[src/hw/rtl/xcbc_pkg.sv]
// Shared types and constants for the chained XOR byte cipher.
// No dependencies; every other file of the block imports this package.
package xcbc_pkg;

  localparam int unsigned BYTE_W    = 8;
  localparam int unsigned CFG_IDX_W = 1;

  // Register indexes of the configuration port
  localparam logic [CFG_IDX_W-1:0] REG_DIRECTION = 1'b0;
  localparam logic [CFG_IDX_W-1:0] REG_FIXED_KEY = 1'b1;

  // Direction codes
  localparam logic DIR_ENCODE = 1'b0;
  localparam logic DIR_DECODE = 1'b1;

  localparam logic [BYTE_W-1:0] FIXED_KEY_RESET = 8'hA9;

  typedef struct packed {
    logic              direction;
    logic [BYTE_W-1:0] fixed_key;
  } cfg_t;

  typedef struct packed {
    logic [BYTE_W-1:0] data_byte;
    logic [BYTE_W-1:0] random_key;
    logic              last_byte;
  } item_t;

endpackage

[src/hw/rtl/xcbc_cfg_regs.sv]
// Configuration registers (direction, fixed key) of the chained XOR byte cipher.
// Depends on xcbc_pkg.
module xcbc_cfg_regs import xcbc_pkg::*; (
  input  logic                 clk,
  input  logic                 rst,
  input  logic                 cfg_wr_en,
  input  logic [CFG_IDX_W-1:0] cfg_index,
  input  logic [BYTE_W-1:0]    cfg_data,
  output cfg_t                 cfg
);

  always_ff @(posedge clk) begin
    if (rst) begin
      cfg.direction <= DIR_ENCODE;
      cfg.fixed_key <= FIXED_KEY_RESET;
    end else if (cfg_wr_en) begin
      case (cfg_index)
        REG_DIRECTION: cfg.direction <= cfg_data[0];
        REG_FIXED_KEY: cfg.fixed_key <= cfg_data;
        default: ;
      endcase
    end
  end

endmodule

[src/hw/rtl/xcbc_in_stage.sv]
// Input register of the chained XOR byte cipher: holds one item until the
// transform stage takes it. Depends on xcbc_pkg.
module xcbc_in_stage import xcbc_pkg::*; (
  input  logic  clk,
  input  logic  rst,
  input  logic  in_valid,
  output logic  in_stall,
  input  item_t in_item,
  input  logic  take,
  output logic  hold_valid,
  output item_t hold_item
);

  logic accept;

  assign in_stall = hold_valid && !take;
  assign accept   = in_valid && !in_stall;

  always_ff @(posedge clk) begin
    if (rst) begin
      hold_valid <= 1'b0;
    end else if (accept) begin
      hold_valid <= 1'b1;
    end else if (take) begin
      hold_valid <= 1'b0;
    end
  end

  always_ff @(posedge clk) begin
    if (accept) begin
      hold_item <= in_item;
    end
  end

endmodule

[src/hw/rtl/xcbc_xform.sv]
// Transform stage of the chained XOR byte cipher: chain state, the two XOR
// stages and the result register. Depends on xcbc_pkg.
module xcbc_xform import xcbc_pkg::*; (
  input  logic              clk,
  input  logic              rst,
  input  cfg_t              cfg,
  input  logic              hold_valid,
  input  item_t             hold_item,
  output logic              take,
  output logic              out_valid,
  input  logic              out_stall,
  output logic [BYTE_W-1:0] out_byte,
  output logic              out_last
);

  logic [BYTE_W-1:0] byte_index;
  logic [BYTE_W-1:0] prev_middle;
  logic [BYTE_W-1:0] prev_encoded;
  logic [BYTE_W-1:0] idx_plus1;
  logic [BYTE_W-1:0] inner;
  logic [BYTE_W-1:0] outer;
  logic [BYTE_W-1:0] mid;
  logic [BYTE_W-1:0] res;
  logic [BYTE_W-1:0] enc;
  logic              advance;

  assign take    = !out_valid || !out_stall;
  assign advance = take && hold_valid;

  always_comb begin
    idx_plus1 = byte_index + 8'd1;
    inner     = hold_item.random_key + prev_middle + idx_plus1;
    outer     = cfg.fixed_key + idx_plus1 + prev_encoded;
    if (cfg.direction == DIR_DECODE) begin
      mid = hold_item.data_byte ^ outer;
      res = mid ^ inner;
      enc = hold_item.data_byte;
    end else begin
      mid = hold_item.data_byte ^ inner;
      res = mid ^ outer;
      enc = res;
    end
  end

  // Chain state: clear after a last byte, otherwise advance
  always_ff @(posedge clk) begin
    if (rst) begin
      byte_index   <= '0;
      prev_middle  <= '0;
      prev_encoded <= '0;
    end else if (advance) begin
      if (hold_item.last_byte) begin
        byte_index   <= '0;
        prev_middle  <= '0;
        prev_encoded <= '0;
      end else begin
        byte_index   <= idx_plus1;
        prev_middle  <= mid;
        prev_encoded <= enc;
      end
    end
  end

  always_ff @(posedge clk) begin
    if (rst) begin
      out_valid <= 1'b0;
    end else if (take) begin
      out_valid <= hold_valid;
    end
  end

  always_ff @(posedge clk) begin
    if (advance) begin
      out_byte <= res;
      out_last <= hold_item.last_byte;
    end
  end

endmodule

[src/hw/rtl/xor_chained_byte_cipher.sv]
// Top level of the chained XOR byte cipher.
// Depends on xcbc_pkg, xcbc_cfg_regs, xcbc_in_stage and xcbc_xform.
//
// Obfuscates or restores packet payload one byte per item. Each byte passes
// two XOR stages chained to the previous byte of the packet:
//   mid = data ^ (random_key + prev_mid + i + 1)
//   out = mid  ^ (fixed_key  + i + 1 + prev_encoded)
// with all sums mod 256 and i the byte position in the packet. Decoding
// applies the stages in reverse order. The chain and the index return to zero
// after an item flagged last_byte, so each packet starts fresh; an index past
// 255 wraps. The block takes one item per cycle unless the output stalls,
// and each result passes the input register, then the result register; the
// 8-bit chain update is registered with the result, so back-to-back
// bytes of a packet never wait on one another. A stalled output holds the
// result register, and one more item waits in the input register before
// in_stall rises. Configuration: index 0 is direction (bit 0: 0 encode,
// 1 decode, reset encode), index 1 is fixed_key (reset 0xA9). Write them only
// while no item is in flight; a change takes effect from the next item on.
module xor_chained_byte_cipher import xcbc_pkg::*; (
  input  logic                 clk,
  input  logic                 rst,
  // configuration write port
  input  logic                 cfg_wr_en,
  input  logic [CFG_IDX_W-1:0] cfg_index,
  input  logic [BYTE_W-1:0]    cfg_data,
  // input item channel
  input  logic                 in_valid,
  output logic                 in_stall,
  input  logic [BYTE_W-1:0]    data_byte,
  input  logic [BYTE_W-1:0]    random_key,
  input  logic                 last_byte,
  // result item channel
  output logic                 out_valid,
  input  logic                 out_stall,
  output logic [BYTE_W-1:0]    out_byte,
  output logic                 out_last
);

  cfg_t  cfg;
  item_t in_item;
  item_t hold_item;
  logic  hold_valid;
  logic  take;

  // Bundle the payload ports into one item
  assign in_item = '{data_byte: data_byte, random_key: random_key, last_byte: last_byte};

  xcbc_cfg_regs u_cfg_regs (
    .clk       (clk),
    .rst       (rst),
    .cfg_wr_en (cfg_wr_en),
    .cfg_index (cfg_index),
    .cfg_data  (cfg_data),
    .cfg       (cfg)
  );

  // Hold the accepted item until the transform stage has room
  xcbc_in_stage u_in_stage (
    .clk        (clk),
    .rst        (rst),
    .in_valid   (in_valid),
    .in_stall   (in_stall),
    .in_item    (in_item),
    .take       (take),
    .hold_valid (hold_valid),
    .hold_item  (hold_item)
  );

  // Apply both XOR stages, advance the chain and register the result
  xcbc_xform u_xform (
    .clk        (clk),
    .rst        (rst),
    .cfg        (cfg),
    .hold_valid (hold_valid),
    .hold_item  (hold_item),
    .take       (take),
    .out_valid  (out_valid),
    .out_stall  (out_stall),
    .out_byte   (out_byte),
    .out_last   (out_last)
  );

endmodule

[config.mk]
export PLATFORM = sky130hd
export DESIGN_NAME = xor_chained_byte_cipher
export DESIGN_NICKNAME = d
export VERILOG_FILES = /design/src/hw/rtl/xcbc_pkg.sv /design/src/hw/rtl/xcbc_cfg_regs.sv /design/src/hw/rtl/xcbc_in_stage.sv /design/src/hw/rtl/xcbc_xform.sv /design/src/hw/rtl/xor_chained_byte_cipher.sv
export SDC_FILE = /design/constraint.sdc
export NUM_CORES = 1
export LEC_CHECK = 0
export BUFFER_PORTS_ARGS = -buffer_cell sky130_fd_sc_hd__buf_4
export CORE_MARGIN = 2
export CORE_UTILIZATION = 53
export CTS_CLUSTER_DIAMETER = 200
export DETAILED_ROUTE_END_ITERATION = 8
export GPL_ROUTABILITY_DRIVEN = 0
export PLACE_DENSITY_LB_ADDON = 0.12
export SLEW_MARGIN = 25
export SYNTH_ARGS = -nofsm -noshare
export SYNTH_HDL_FRONTEND = slang
export SYNTH_HIERARCHICAL = 1
export SYNTH_SLANG_ARGS = --single-unit
[constraint.sdc]
create_clock -name clk -period 3.6 [get_ports clk]
set_clock_uncertainty 0.2 [all_clocks]
set_input_delay 0.72 -clock clk [delete_from_list [all_inputs] [get_ports clk]]
set_output_delay 0.72 -clock clk [all_outputs]
set_load 0.005 [all_outputs]
==> flow_summary.yaml <==
layout:
  fin_util_pct: 63.85
  nNetsFinal: 425
  fraction_of_layout_cells_with_a_size_suffix_above_1_pct: 19.46
  area_delta_synth_final_pct: 16.70
  antenna-diode-count: 0
worst_setup_path:
  critical_path_arrival_ps: 3440
  timing.critical_path.buf_inv: 0
  crit_path_start_kind: "flip-flop"
  critical_path_required_ps: 3660
  path_max_fanout: 5
  crit_type: "reg -> reg"
  cpPeakStageDelay_ps: 500
  worstPathCellList: "ha_1 -> xor2_1 -> fa_1 -> ha_1 -> a21o_1 -> a21oi_1 -> o21ai_0 -> a21oi_2 -> xnor2_1 -> or3_1 -> a21oi_1"
  crit_path_top_delay_cell: "sky130_fd_sc_hd__fa_1"
  timing.critical_path.max_delay_family: "adder cells"
  critPathCaptureType: "flip-flop"
hold_path:
  tightest_hold_check_type: "reg -> reg"
sta:
  total_of_endpoints_with_negative_setup_slack_in_the_final_report: 0
  layout_worst_path_cycle_share_pct: 93.92
  post-route-min-period_ps: 3381
  slew_headroom_pct: 56.89
  finalHoldViolCount: 0
  timing.hold.ws_ps: 293.8
  slew_limit_fails: 0
  rsz_0062_raised_after_global_routing: "yes"
  fmax_mhz: 295.8
  total_negative_setup_slacks_ps: 0
  worst-slew-pin-transition_ps: 644.3
logic_synthesis:
  yosysWarnings: 6
  ys.flop_type: "sky130_fd_sc_hd__dfxtp_1"
  yosysUniqueCellTypes: 44
  synth_edf_count: 26
  syn_area_per_cell_um2: 10.80
  synth.net_count: 380
  postSynthCellCount: 320
  post_synth_instance_area_um2: 3455
  yosysSeqAreaShare_pct: 42.88
  async_flop_share_pct: 0
  ys_seq_elements: 61
drt:
  drc: 0
  wl_per_cell_um: 15.86
  wirelength_mm: 7.091
  detailedRoute.firstPassIterationCount: 4
  drt_antenna_net_count: 0
  initialDrtViolationCount: 110
  dr_total_vias: 2385
  drt-vias-per-instance: 5.336
cts:
  post_cts_resized: 0
  clkTransAtPathRegs_ps: 70
  cts_hold_buffers: 0
  tritoncts.num_buffers: 9
  worstSkewPairLatency_ps: 340
  tritoncts_num_sinks: 61
  clock_tree.htree_level_count: 3
  post-cts-setup-buffers: 0
  tritoncts: "done"
  clock_tree.buffer_depth: 2
  cts-root-buf: "sky130_fd_sc_hd__clkbuf_8"
die:
  rows: 29
  design.die.area_um2: 7180
  initial_standard_cell_utilization_of_the_core_pct: 54.72
  core_um2: 6314
  die_w_um: 84.74
  num_io_pins: 42
  die_height_um: 84.74
pwr:
  post-layout-total-power_uw: 1774
  power.leakage_uw: 0.001669
  pwr_density_cell_nw_per_um2: 440.1
  power.ir.vdd_worst_mv: 0.2541
outcome:
  status: "finished clean"
global_routing:
  grtUsageTotal_pct: 21.35
  grt_first_pass_wirelength_mm: 11.61
  grt_overflow: 0
  first_global_vias: 2407
  largest_net_degree_at_the_start_of_global_routing: 38
  initial_antenna_violation_count: 0
job:
  number_of_maximum_capacitance_constraint_violations: 0
placement:
  port-buffer-count: 41
  dp_hpwl_mm: 5.139
logic make-up (layout without fill, tap and decap cells):
kind of cell	count (synthesis)	count (layout)	share of synthesized area (%)
flip-flops	61	61	42.88
XOR/XNOR	44	44	11.70
AND/OR/NAND/NOR	82	82	12.28
AO/OA/AOI/OAI	64	64	12.68
buffers and inverters	32	82	4.165
multiplexers	8	8	2.318
adder cells (fa/ha/maj)	29	29	13.98
state kept, by name, summed over array words and instances, names as in the netlist:
signal                 cells
u_in_stage/hold_valid      1
u_xform/prev_middle        8
u_in_stage/hold_item      17
u_xform/out_valid          1
u_xform/out_last           1
u_cfg_regs/cfg             9
u_xform/prev_encoded       8
u_xform/byte_index         8
u_xform/out_byte           8
Yosys cell counts (2+ instances only):
master,n,share of area (%)
sky130_fd_sc_hd__dfxtp_1,35,20
sky130_fd_sc_hd__xnor2_1,34,8.6
sky130_fd_sc_hd__nor2_1,27,2.9
sky130_fd_sc_hd__edfxtp_1,26,23
sky130_fd_sc_hd__a21oi_1,19,2.8
sky130_fd_sc_hd__inv_1,18,2.0
sky130_fd_sc_hd__fa_1,16,9.3
sky130_fd_sc_hd__nand2_1,14,1.5
sky130_fd_sc_hd__ha_1,13,4.7
sky130_fd_sc_hd__o21ai_0,12,1.7
sky130_fd_sc_hd__nand3_1,9,1.3
sky130_fd_sc_hd__xor2_1,9,2.3
sky130_fd_sc_hd__mux2i_1,8,2.3
sky130_fd_sc_hd__a22oi_1,7,1.5
sky130_fd_sc_hd__and3_1,7,1.3
sky130_fd_sc_hd__clkbuf_1,7,0.76
sky130_fd_sc_hd__a211o_1,6,1.5
sky130_fd_sc_hd__a2bb2oi_1,5,1.3
sky130_fd_sc_hd__nor2b_1,5,0.91
sky130_fd_sc_hd__a21bo_2,4,1.2
sky130_fd_sc_hd__a21o_1,4,0.87
sky130_fd_sc_hd__nor3b_1,4,0.87
sky130_fd_sc_hd__buf_6,3,0.98
sky130_fd_sc_hd__nor3_1,3,0.43
sky130_fd_sc_hd__a21boi_0,2,0.43
sky130_fd_sc_hd__and2_1,2,0.36
sky130_fd_sc_hd__nand2b_1,2,0.36
sky130_fd_sc_hd__nor4_1,2,0.36
sky130_fd_sc_hd__or3_1,2,0.36
path summary, 6_finish.rpt:
path / cells past startpoint / slack [ps] / startpoint / to
min: 2 / 290 / u_in_stage/hold_valid / u_xform/out_valid
min reg2reg: 2 / 290 / u_in_stage/hold_valid / u_xform/out_valid
max reg2reg: 11 / 220 / u_xform/byte_index[0] / u_xform/prev_middle[6]
max: 11 / 220 / u_xform/byte_index[0] / u_xform/prev_middle[6]
layer usage:
metal	wire (um)	track usage [%]	up-vias
met5	0	0	-
met4	99	9.812	0
met2	3267	32.43	69
met3	464	5.801	9
li1	-	-	1199
met1	3259	28.57	1108
final cells by class:
class                      instances  area, um^2
clock buffer                      13       138.9
tap                               77       96.34
clock inverter                     3       37.54
inverter                          20       75.07
fill                             536        2282
sequential                        61        1481
timing repair buffer              46       345.3
multi-input combinational        227        1857
worst reg2reg max path, delay by kind of cell (launching register included):
kind,cells,cell delay (ps)
AO/OA/AOI/OAI,5,940
adder cells (fa/ha/maj),3,1090
AND/OR/NAND/NOR,1,330
XOR/XNOR,2,370
flip-flops,1,380
layout by cell type (no fill, tap or decap), drive strengths merged, types with 9 or more instances in the layout:
master / synthesis / routed
ha: 13 / 13
inv: 19 / 19
clkbuf: 7 / 13
nor2: 27 / 27
nand3: 9 / 9
o21ai: 12 / 12
a21oi: 19 / 19
buf: 5 / 46
edfxtp: 26 / 26
xnor2: 35 / 35
nand2: 15 / 15
xor2: 9 / 9
fa: 16 / 16
dfxtp: 35 / 35
power by group:
group	switching, uW	internal, uW	total [uW]	leakage, uW
logic	198	203	401	0.00105
registers	30.1	781	811	0.000535
clock network	246	316	562	0.0000867
metrics by stage:
| step | cell area, um^2 | worst slack [ps] | std cells |
|---|---|---|---|
| after floorplan | 3455 | 470.2 | 320 |
| after global placement | 3827 | 246.5 | 431 |
| after detailed placement | 3827 | 160.2 | 431 |
| after CTS | 4004 | 131.0 | 447 |
| after global routing | 4031 | -40.10 | 447 |
| final | 4031 | 218.8 | 447 |
(Power assumes the default switching activity.)
